$ cat src/rtl/mmas_pkg.sv
// constants and sizing shared by the moving average scaler
package mmas_pkg;

  // block sizing
  localparam int CHANNELS    = 4;
  localparam int WINDOW      = 20;
  localparam int SAMPLE_BITS = 10;

  // fixed field widths
  localparam int CHAN_BITS      = 2;
  localparam int GAIN_BITS      = 16;
  localparam int OFFSET_BITS    = 20;
  localparam int SCALED_BITS    = 27;
  localparam int CFG_DATA_BITS  = 20;
  localparam int CFG_INDEX_BITS = 1;

  // register indexes
  localparam logic [CFG_INDEX_BITS-1:0] REG_GAIN   = 1'd0;
  localparam logic [CFG_INDEX_BITS-1:0] REG_OFFSET = 1'd1;

  // register reset values (0.02597 and 2.88312 in units of 2^-16)
  localparam logic [GAIN_BITS-1:0]   GAIN_RESET   = 16'd1702;
  localparam logic [OFFSET_BITS-1:0] OFFSET_RESET = 20'd188948;

  // derived sizes
  localparam int CH_IDX_BITS = (CHANNELS > 1) ? $clog2(CHANNELS) : 1;
  localparam int PTR_BITS    = (WINDOW > 1) ? $clog2(WINDOW) : 1;
  localparam int SLOTS       = CHANNELS * WINDOW;
  localparam int SLOT_BITS   = (SLOTS > 1) ? $clog2(SLOTS) : 1;
  localparam int SUM_MAX     = WINDOW * ((1 << SAMPLE_BITS) - 1);
  localparam int SUM_BITS    = $clog2(SUM_MAX + 1);

  // exact division by WINDOW through a scaled reciprocal
  localparam int WIN_LOG     = $clog2(WINDOW);
  localparam int RECIP_SHIFT = SUM_BITS + WIN_LOG;
  localparam int RECIP_BITS  = SUM_BITS + 1;
  localparam logic [RECIP_BITS-1:0] RECIP =
    RECIP_BITS'(((64'd1 << RECIP_SHIFT) + 64'(WINDOW) - 64'd1) / 64'(WINDOW));
  localparam int PROD_BITS   = SUM_BITS + RECIP_BITS;

  // width of the scaling arithmetic
  localparam int MATH_BITS = (SAMPLE_BITS + GAIN_BITS > SCALED_BITS) ?
                             (SAMPLE_BITS + GAIN_BITS) : SCALED_BITS;

endpackage

$ cat src/rtl/multichannel_moving_average_scaler.sv
// multichannel boxcar moving average with linear fixed-point scaling
//
// usage:
//   input channel (in_valid_i / in_ready_o) carries one converter request:
//   a channel number and a raw sample. each channel keeps a ring of the
//   last WINDOW samples in one shared sample memory plus a running sum.
//   output channel (out_valid_o / out_ready_i) returns exactly one result
//   per request, in order: the channel, the truncated window mean and
//   mean * gain - offset as a signed value in units of 2^-16.
//   gain and offset are set through the write port (cfg_we_i) while idle.
// throughput:
//   a request is accepted every cycle while stage 1 has room; the rate is
//   set by the sample memory port: one read-first access per cycle reads
//   the oldest sample and stores the new one in the same slot.
// reset:
//   pointers, sums and per-slot valid bits clear at once; a slot never
//   written reads as zero, so early means include the reset zeros.
//   gain and offset return to their default values.
// stall:
//   when the receiver holds out_ready_i low, the four stages fill up and
//   in_ready_o drops only once no stage has room left.
module multichannel_moving_average_scaler (
  input  logic                                    clk_i,
  input  logic                                    rst_ni,
  // configuration write port
  input  logic                                    cfg_we_i,
  input  logic [mmas_pkg::CFG_INDEX_BITS-1:0]     cfg_index_i,
  input  logic [mmas_pkg::CFG_DATA_BITS-1:0]      cfg_wdata_i,
  // sample requests
  input  logic                                    in_valid_i,
  output logic                                    in_ready_o,
  input  logic [mmas_pkg::CHAN_BITS-1:0]          channel_i,
  input  logic [mmas_pkg::SAMPLE_BITS-1:0]        sample_i,
  // results
  output logic                                    out_valid_o,
  input  logic                                    out_ready_i,
  output logic [mmas_pkg::CHAN_BITS-1:0]          out_channel_o,
  output logic [mmas_pkg::SAMPLE_BITS-1:0]        average_o,
  output logic signed [mmas_pkg::SCALED_BITS-1:0] scaled_o
);

  // configuration registers
  logic [mmas_pkg::GAIN_BITS-1:0]   gain_q;
  logic [mmas_pkg::OFFSET_BITS-1:0] offset_q;

  always_ff @(posedge clk_i or negedge rst_ni) begin
    if (!rst_ni) begin
      gain_q   <= mmas_pkg::GAIN_RESET;
      offset_q <= mmas_pkg::OFFSET_RESET;
    end else if (cfg_we_i) begin
      case (cfg_index_i)
        mmas_pkg::REG_GAIN:   gain_q   <= cfg_wdata_i[mmas_pkg::GAIN_BITS-1:0];
        mmas_pkg::REG_OFFSET: offset_q <= cfg_wdata_i[mmas_pkg::OFFSET_BITS-1:0];
        default: ;
      endcase
    end
  end

  // pipeline occupancy and flow control
  logic s1_valid_q, s2_valid_q, s3_valid_q, out_valid_q;
  logic out_free, s3_free, s2_free, s1_free;
  logic in_fire, s1_go;

  // a stage has room when empty or when it moves on this cycle
  assign out_free   = !out_valid_q || out_ready_i;
  assign s3_free    = !s3_valid_q || out_free;
  assign s2_free    = !s2_valid_q || s3_free;
  assign s1_free    = !s1_valid_q || s2_free;
  assign in_ready_o = s1_free;
  assign in_fire    = in_valid_i && s1_free;
  assign s1_go      = s1_valid_q && s2_free;

  // channel number reduced modulo the channel count
  logic [mmas_pkg::CHAN_BITS-1:0]   ch_rem;
  logic [mmas_pkg::CH_IDX_BITS-1:0] ch_idx;

  always_comb begin
    ch_rem = channel_i;
    for (int i = 0; i < (1 << mmas_pkg::CHAN_BITS) - 1; i++) begin
      if (ch_rem >= mmas_pkg::CHANNELS) begin
        ch_rem = ch_rem - mmas_pkg::CHAN_BITS'(mmas_pkg::CHANNELS);
      end
    end
  end

  assign ch_idx = mmas_pkg::CH_IDX_BITS'(ch_rem);

  // per-channel write pointers
  logic [mmas_pkg::PTR_BITS-1:0]  wptr_q [mmas_pkg::CHANNELS];
  logic [mmas_pkg::PTR_BITS-1:0]  cur_ptr, next_ptr;
  logic [mmas_pkg::SLOT_BITS-1:0] slot;

  assign cur_ptr  = wptr_q[ch_idx];
  assign next_ptr = (cur_ptr == mmas_pkg::PTR_BITS'(mmas_pkg::WINDOW - 1)) ?
                    '0 : cur_ptr + 1'b1;
  // ring base of the channel plus the pointer
  assign slot = mmas_pkg::SLOT_BITS'(ch_idx) * mmas_pkg::SLOT_BITS'(mmas_pkg::WINDOW)
              + mmas_pkg::SLOT_BITS'(cur_ptr);

  always_ff @(posedge clk_i or negedge rst_ni) begin
    if (!rst_ni) begin
      for (int c = 0; c < mmas_pkg::CHANNELS; c++) begin
        wptr_q[c] <= '0;
      end
    end else if (in_fire) begin
      wptr_q[ch_idx] <= next_ptr;
    end
  end

  // sample memory, read-first: the old sample comes out as the new one goes in
  logic [mmas_pkg::SAMPLE_BITS-1:0] ring_mem [mmas_pkg::SLOTS];
  logic [mmas_pkg::SAMPLE_BITS-1:0] ring_rd_q;

  always_ff @(posedge clk_i) begin
    if (in_fire) begin
      ring_rd_q      <= ring_mem[slot];
      ring_mem[slot] <= sample_i;
    end
  end

  // slot valid bits stand in for the cleared ring after reset
  logic [mmas_pkg::SLOTS-1:0] slot_vld_q;
  logic                       ring_rd_vld_q;

  always_ff @(posedge clk_i or negedge rst_ni) begin
    if (!rst_ni) begin
      slot_vld_q    <= '0;
      ring_rd_vld_q <= 1'b0;
    end else if (in_fire) begin
      slot_vld_q[slot] <= 1'b1;
      ring_rd_vld_q    <= slot_vld_q[slot];
    end
  end

  // stage 1: request held while the memory read completes
  logic [mmas_pkg::CH_IDX_BITS-1:0] s1_ch_q;
  logic [mmas_pkg::SAMPLE_BITS-1:0] s1_smp_q;

  always_ff @(posedge clk_i or negedge rst_ni) begin
    if (!rst_ni) begin
      s1_valid_q <= 1'b0;
    end else if (s1_free) begin
      s1_valid_q <= in_fire;
    end
  end

  always_ff @(posedge clk_i) begin
    if (in_fire) begin
      s1_ch_q  <= ch_idx;
      s1_smp_q <= sample_i;
    end
  end

  // running window sums, updated as the request leaves stage 1
  logic [mmas_pkg::SUM_BITS-1:0]    sum_q [mmas_pkg::CHANNELS];
  logic [mmas_pkg::SAMPLE_BITS-1:0] old_smp;
  logic [mmas_pkg::SUM_BITS-1:0]    sum_d;

  assign old_smp = ring_rd_vld_q ? ring_rd_q : '0;
  assign sum_d   = sum_q[s1_ch_q] - mmas_pkg::SUM_BITS'(old_smp)
                 + mmas_pkg::SUM_BITS'(s1_smp_q);

  always_ff @(posedge clk_i or negedge rst_ni) begin
    if (!rst_ni) begin
      for (int c = 0; c < mmas_pkg::CHANNELS; c++) begin
        sum_q[c] <= '0;
      end
    end else if (s1_go) begin
      sum_q[s1_ch_q] <= sum_d;
    end
  end

  // stage 2: new window sum
  logic [mmas_pkg::CH_IDX_BITS-1:0] s2_ch_q;
  logic [mmas_pkg::SUM_BITS-1:0]    s2_sum_q;

  always_ff @(posedge clk_i or negedge rst_ni) begin
    if (!rst_ni) begin
      s2_valid_q <= 1'b0;
    end else if (s2_free) begin
      s2_valid_q <= s1_valid_q;
    end
  end

  always_ff @(posedge clk_i) begin
    if (s1_go) begin
      s2_ch_q  <= s1_ch_q;
      s2_sum_q <= sum_d;
    end
  end

  // mean through the reciprocal of the window length, exact over the sum range
  logic [mmas_pkg::PROD_BITS-1:0]   recip_prod;
  logic [mmas_pkg::SAMPLE_BITS-1:0] avg_d;

  assign recip_prod = mmas_pkg::PROD_BITS'(s2_sum_q) * mmas_pkg::PROD_BITS'(mmas_pkg::RECIP);
  assign avg_d      = recip_prod[mmas_pkg::RECIP_SHIFT +: mmas_pkg::SAMPLE_BITS];

  // stage 3: mean
  logic [mmas_pkg::CH_IDX_BITS-1:0] s3_ch_q;
  logic [mmas_pkg::SAMPLE_BITS-1:0] s3_avg_q;

  always_ff @(posedge clk_i or negedge rst_ni) begin
    if (!rst_ni) begin
      s3_valid_q <= 1'b0;
    end else if (s3_free) begin
      s3_valid_q <= s2_valid_q;
    end
  end

  always_ff @(posedge clk_i) begin
    if (s2_valid_q && s3_free) begin
      s3_ch_q  <= s2_ch_q;
      s3_avg_q <= avg_d;
    end
  end

  // linear scaling: mean * gain - offset, kept to the low result bits
  logic [mmas_pkg::MATH_BITS-1:0] scale_math;

  assign scale_math = mmas_pkg::MATH_BITS'(s3_avg_q) * mmas_pkg::MATH_BITS'(gain_q)
                    - mmas_pkg::MATH_BITS'(offset_q);

  // output register
  logic [mmas_pkg::CH_IDX_BITS-1:0]        out_ch_q;
  logic [mmas_pkg::SAMPLE_BITS-1:0]        out_avg_q;
  logic signed [mmas_pkg::SCALED_BITS-1:0] out_scaled_q;

  always_ff @(posedge clk_i or negedge rst_ni) begin
    if (!rst_ni) begin
      out_valid_q <= 1'b0;
    end else if (out_free) begin
      out_valid_q <= s3_valid_q;
    end
  end

  always_ff @(posedge clk_i) begin
    if (s3_valid_q && out_free) begin
      out_ch_q     <= s3_ch_q;
      out_avg_q    <= s3_avg_q;
      out_scaled_q <= $signed(scale_math[mmas_pkg::SCALED_BITS-1:0]);
    end
  end

  assign out_valid_o   = out_valid_q;
  assign out_channel_o = mmas_pkg::CHAN_BITS'(out_ch_q);
  assign average_o     = out_avg_q;
  assign scaled_o      = out_scaled_q;

  // a window sum never exceeds a full window of maximum samples
  a_sum_range: assert property (@(posedge clk_i) disable iff (!rst_ni)
    s2_valid_q |-> (s2_sum_q <= mmas_pkg::SUM_BITS'(mmas_pkg::SUM_MAX)))
    else $error("window sum out of range");

  // the pointer of an accepted channel stays inside its ring
  a_ptr_range: assert property (@(posedge clk_i) disable iff (!rst_ni)
    in_fire |-> (cur_ptr <= mmas_pkg::PTR_BITS'(mmas_pkg::WINDOW - 1)))
    else $error("write pointer out of range");

  // an accepted request always lands in stage 1 on the next cycle
  a_accept_lands: assert property (@(posedge clk_i) disable iff (!rst_ni)
    in_fire |=> s1_valid_q)
    else $error("accepted request lost at stage 1");

  // a full pipeline with a stalled receiver takes no request
  a_full_stall: assert property (@(posedge clk_i) disable iff (!rst_ni)
    (s1_valid_q && s2_valid_q && s3_valid_q && out_valid_q && !out_ready_i)
      |-> !in_ready_o)
    else $error("request taken while pipeline full");

endmodule
$ cat config.mk
export PLATFORM = sky130hd
export DESIGN_NAME = multichannel_moving_average_scaler
export DESIGN_NICKNAME = d
export VERILOG_FILES = /design/src/rtl/mmas_pkg.sv /design/src/rtl/multichannel_moving_average_scaler.sv
export SDC_FILE = /design/constraint.sdc
export NUM_CORES = 2
export LEC_CHECK = 0
export BUFFER_PORTS_ARGS = -buffer_cell sky130_fd_sc_hd__buf_2
export CAP_MARGIN = 20
export CORE_ASPECT_RATIO = 0.8
export CORE_MARGIN = 3
export CORE_UTILIZATION = 60
export DETAILED_ROUTE_END_ITERATION = 6
export GPL_ROUTABILITY_DRIVEN = 0
export PLACE_DENSITY = 0.78
export REMOVE_ABC_BUFFERS = 1
export SLEW_MARGIN = 20
export SYNTH_ARGS = -nofsm -noshare
export SYNTH_HDL_FRONTEND = slang
export SYNTH_SLANG_ARGS = --single-unit
$ cat constraint.sdc
create_clock -name clk_i -period 9.2 [get_ports clk_i]
set_input_delay 1.84 -clock clk_i [delete_from_list [all_inputs] [get_ports clk_i]]
set_output_delay 1.84 -clock clk_i [all_outputs]
set_load 0.01 [all_outputs]
* Word level (Yosys, flattened, before mapping)
Memories as Yosys holds them, arrays and structs flattened. A register that Yosys moved wholly into a read port is not among the register bits. Index checks and enable logic that the tools add are counted.
Word-level totals: output and inout bits 41, memory bits (read-only) 0, bits in writable memories 800, logic and storage cells 82, input bits 38, memories kept 1, bits in latches 0, register bits 281
Cells by class: order comparisons 6, add/subtract/negate cells 5, equality and inequality tests 1, reductions and logical operators 17, shifts and indexed selects 0, bitwise operators 4, multipliers 3, divide/modulo/power cells 0, mux-type cells 20
Memory list:
- ring_mem | depth 80, width 10, rd ports 1, clocked after Yosys merged registers in 1, write ports 1, line multichannel_moving_average_scaler.sv:111 | logic [mmas_pkg::SAMPLE_BITS-1:0] ring_mem [mmas_pkg::SLOTS];
Operators by type and width (number):
- 80-bit OR | 1
- 60-bit bitwise mux | 1
- 15-bit 2-to-1 mux | 3
- 15-bit binary-select mux with 2-bit select | 1
- 15-bit demux with 2-bit select | 1
- 15-bit by 16-bit multiplier with 30-bit output (second input constant) | 1
- 26-bit by 20-bit subtractor with 27-bit output | 1
- 10-bit by 16-bit multiplier with 26-bit output | 1
- 20-bit bitwise mux | 1
- 5-bit 2-to-1 mux | 4
- 15-bit by 10-bit adder with 15-bit output | 1
- 15-bit by 10-bit subtractor with 15-bit output | 1
- 5-bit binary-select mux with 2-bit select | 1
- 5-bit demux with 2-bit select | 1
- 10-bit 2-to-1 mux | 1
- 7-bit by 8-bit < comparator with 1-bit output (second input constant) | 1
- 7-bit by 5-bit adder with 7-bit output | 1
- 1-bit binary-select mux with 7-bit select | 1
- 1-bit demux with 7-bit select | 1
- 7-bit by 1-bit >= comparator with 1-bit output (second input constant) | 1
- 1-bit logical AND | 7
- 3-bit >= comparator (second input constant) | 2
- 3-bit by 1-bit < comparator with 1-bit output (second input constant) | 2
- 2-bit NOT with 3-bit output | 2
- other kinds (8) | 18

* Logic depth before layout (Yosys ltp)
depth after elaboration 10, gate-level depth with buffers 21, depth with buffers taken out 21

* Worst setup path after synthesis
Ideal clock, no wire load.
path kind reg-to-reg, from register s2_sum_q[2] (netlist name), to register s3_avg_q[9] (netlist name) (data pin), arrival time 5628 ps, cell stages (with the launch flop) 21, setup slack 3306 ps, setup time 265 ps, data required time 8935 ps, path buffers 0, period minus slack after synthesis 5894 ps, path through edfxtp_1 > ha_1 > ha_1 > or2_2 > inv_1 > fa_1 > fa_1 > inv_1 > fa_1 > inv_1 > fa_1 > inv_1 > ha_1 > a21o_1 > a21o_1 > nand4b_1 > o221a_2 > a221o_1 > o41a_1 > and4_1 > or3_1
Between the ends: word-level cells in the longest chain between the ends 1
Ends and longest elaborated chain:
- from (decl) | line multichannel_moving_average_scaler.sv:175 | logic [mmas_pkg::SUM_BITS-1:0] s2_sum_q;
- from (signal assigned) | line multichannel_moving_average_scaler.sv:188 | s2_sum_q <= sum_d;
- 15-bit by 16-bit multiplier with 30-bit output | line multichannel_moving_average_scaler.sv:196 | assign recip_prod = mmas_pkg::PROD_BITS'(s2_sum_q) * mmas_pkg::PROD_BITS'(mmas_pkg::RECIP);
- net recip_prod (one bit) | line multichannel_moving_average_scaler.sv:193 | logic [mmas_pkg::PROD_BITS-1:0] recip_prod;
- to (signal assigned) | line multichannel_moving_average_scaler.sv:214 | s3_avg_q <= avg_d;
- to (decl) | line multichannel_moving_average_scaler.sv:201 | logic [mmas_pkg::SAMPLE_BITS-1:0] s3_avg_q;
The timed path passes the listed nets, and every way through them passes these cells. A chain may end at the register's enable or synchronous reset.

* Worst setup path after layout
Same ends and word-level chain as after synthesis.

==> key figures <==
Die
  – Number of cell rows: 95
  – Num ports: 79
  – Die area: 89200 um2
  – Die height: about 270 um
  – Total core area: roughly 84000 um2
  – Initial Util: 60.9%
  – Width of the die: approximately 330 um

Logic synthesis
  – Area share of the leading cell type in the synthesized netlist: roughly 52%
  – Synthesized cell area: about 51000 um2
  – Count of cell types in the netlist: 72
  – Number of synthesized register bits: between 1000 and 1500
  – Sequential area share after synthesis: 61.9%
  – Post-synthesis cell count: between 3000 and 4000
  – Async SR Flop Fraction: between 10% and 20%
  – Synthesis Warnings: 0
  – Top FF cell, synth: edfxtp_1
  – Number of synthesized flops with an enable pin: 890
  – Synth area leaders: edfxtp_1 52%, dfrtp_1 9.2%, fa_1 7.8%
  – Cell taking the most area after synthesis: edfxtp_1
  – Syn Area/Cell: between 10 and 15 um2

Layout
  – Nets: just over 4000
  – Fin cells: between 4000 and 5000
  – Most frequent cells in the layout: 890 x edfxtp_1, 346 x inv_1, 228 x nand2_1
  – Core Util, Final: 67.2%
  – Multi-input gate area: 17800 um2
  – Layout cells sized above 1: 15.5%
  – P&R area growth vs syn: 10.3%
  – Commonest non-fill, non-tap cell in the layout: edfxtp_1
  – Storage cell area: about 32000 um2
  – FILL cells: 5677

Drt
  – Final ANT Viol Nets: 0
  – Via Count: around 32000
  – Drt wl/cell: around 27 um
  – DRC: 3
  – Via/cell ratio: about 6.6
  – Routed wire length: 134000 um
  – First-pass DRT Iterations: 7
  – Drt initial violations: 4949

CTS
  – Post-CTS sizing: 0
  – CTS Buffer Depth: 3
  – Root Driver: clkbuf_16
  – CTS clock-pin slew for the worst setup and hold paths: approximately 0.070 ns
  – Postcts setup bufs: 0
  – CTS tree: done
  – Clock sink count: between 1000 and 1500
  – Worst-Skew Late Latency: 0.69 ns
  – Number of H-tree branching levels: 3
  – Hold_buf cts: 0
  – CTS buffer count: 98

Timing
  – Clock skew: 0.0430 ns
  – Min Tclk post-route: 6.26 ns
  – Period utilisation layout: a little under 70%
  – Max Fclk: approximately 160 MHz
  – Max-slew headroom: 22.4%
  – Endpoints failing hold: 0
  – RSZ-0062 raised after global routing: false
  – Worst Max-Slew Pin Slew: ~1.2 ns
  – Final worst hold slack: between 0.4 and 0.5 ns
  – Final setup fails: 0
  – Final Max Tran Viols: 0

Global routing
  – GR Util All Layers: around 30%
  – Initial antenna violation count: 6
  – Vias in the first global route: ~32000
  – First-pass GRT wire length: about 200000 um
  – Remaining global-route overflow: 0
  – Largest net degree at the start of global routing: 100

Setup path
  – Crit path buf inv count: 4
  – CP required: 9.61 ns
  – CP Launch Type: flop
  – Crit end category: flop
  – CP Class: flop to flop
  – Max stage delay cell, worst path: fa_1
  – Cell Chain, Critical Path: ha_1 > ha_1 > or2_2 > inv_1 > fa_1 > fa_1 > inv_1 > fa_1 > inv_1 > fa_1 > inv_1 > ha_1 > a21o_1 > a21o_1 > nand4b_1 > o221a_2 > a221o_1 > o41a_1 > and4_1 > or3_1
  – Worst Path Max Fanout: 4
  – Cell family contributing the most delay on the critical path: adder cells
  – Crit path largest cell delay: approximately 0.55 ns
  – Worst Path Arrival: between 6 and 7 ns

Run
  – Maxcap violations: 0

Status
  – Failing checks: design-rule violations
  – Outcome: complete, but fails checks

Placement
  – Post-DP HPWL: between 80000 and 90000 um
  – Placed cell count: between 4000 and 5000
  – Buffers added on ports: a little under 80

Hold path
  – Worst min path class: flop to flop
==> cells by family after synthesis <==
group | share of synthesized area [%]
muxes | 5.36
DFF | 61.9
adders and majority gates | 12.6
and+or+nand+nor | 6.98
buffers and inverters | 3.88
xor gates and xnor gates | 0.716
AOI/OAI and AO/OA | 8.62
==> synthesized netlist by cell type (20+ instances only) <==
library cell and count:
and2_1 86, xnor2_1 28, nand3_1 68, mux2i_1 75, a21oi_1 81, clkbuf_1 92
or2_2 82, fa_1 200, a222oi_1 65, a22o_1 48, nand4_1 21, edfxtp_1 890
a22oi_1 70, ha_1 197, o21ai_0 92, mux2_2 132, dfrtp_1 188, a211oi_1 22
nand2_1 228, buf_2 47, nor2_1 148, inv_1 346, a221oi_1 71, and3_1 20
mux4_2 23, buf_1 22
==> stage by stage <==
stage               area (um2)  setup TNS (ns)  setup WS, ns
floorplan                50700         -595.35         -3.46
global placement         53000               0          2.65
detailed placement       53000               0          2.58
CTS                      56600               0          2.93
global route             56700               0          2.66
finish                   56700               0          2.94
==> cell type report <==
cell class	instances	area share [%]
Inverter	346	2.29
Sequential cell	1091	56.1
Clock inverter	59	1.55
Tap cell	1115	2.46
Clock buffer	127	4.76
Multi-Input combinational cell	1998	31.3
Timing Repair Buffer	135	1.54
Antenna cell	5	0.0221
==> routing by layer <==
layer,track usage [%],wire (um)
met5,0,36
met4,11.4,5720
met3,8.76,18500
met1,42.7,51100
met2,45.1,58600
==> sequential cells by signal, summed over array words and instances, names as in the netlist, 15 cells and up <==
signal and cells:
ring_mem 800, slot_vld_q 80, sum_q 60, scaled_o 27
offset_q 20, wptr_q 20, gain_q 16, s2_sum_q 15
==> worst reg2reg max path, cell delays in order, from the launching register on <==
cell and delay [ns]:
edfxtp_1 0.48, ha_1 0.38, ha_1 0.20, or2_2 0.31, inv_1 0.08, fa_1 0.45, fa_1 0.55, inv_1 0.05
fa_1 0.49, inv_1 0.05, fa_1 0.50, inv_1 0.04, ha_1 0.28, a21o_1 0.17, a21o_1 0.18, nand4b_1 0.16
o221a_2 0.29, a221o_1 0.37, o41a_1 0.39, and4_1 0.20, or3_1 0.37
==> final timing paths <==
kind / slack, ns / startpoint / end / depth (start not counted)
worst max-delay path: 2.94 / s2_sum_q[2]$_DFFE_PP_ / s3_avg_q[9]$_DFFE_PP_ / 20
worst min-delay path: 0.42 / s2_ch_q[0]$_DFFE_PP_ / s3_ch_q[0]$_DFFE_PP_ / 0
worst max register to register: 2.94 / s2_sum_q[2]$_DFFE_PP_ / s3_avg_q[9]$_DFFE_PP_ / 20
worst min register to register: 0.42 / s2_ch_q[0]$_DFFE_PP_ / s3_ch_q[0]$_DFFE_PP_ / 0
max in group asynchronous: 6.75 / rst_ni / slot_vld_q[52]$_DFFE_PN0P_ / 2
min in group asynchronous: 1.12 / rst_ni / wptr_q[14]$_DFFE_PN0P_ / 1
Power is not shown: default switching activity piles up to over one toggle a cycle in this logic, so the estimate is an artifact.
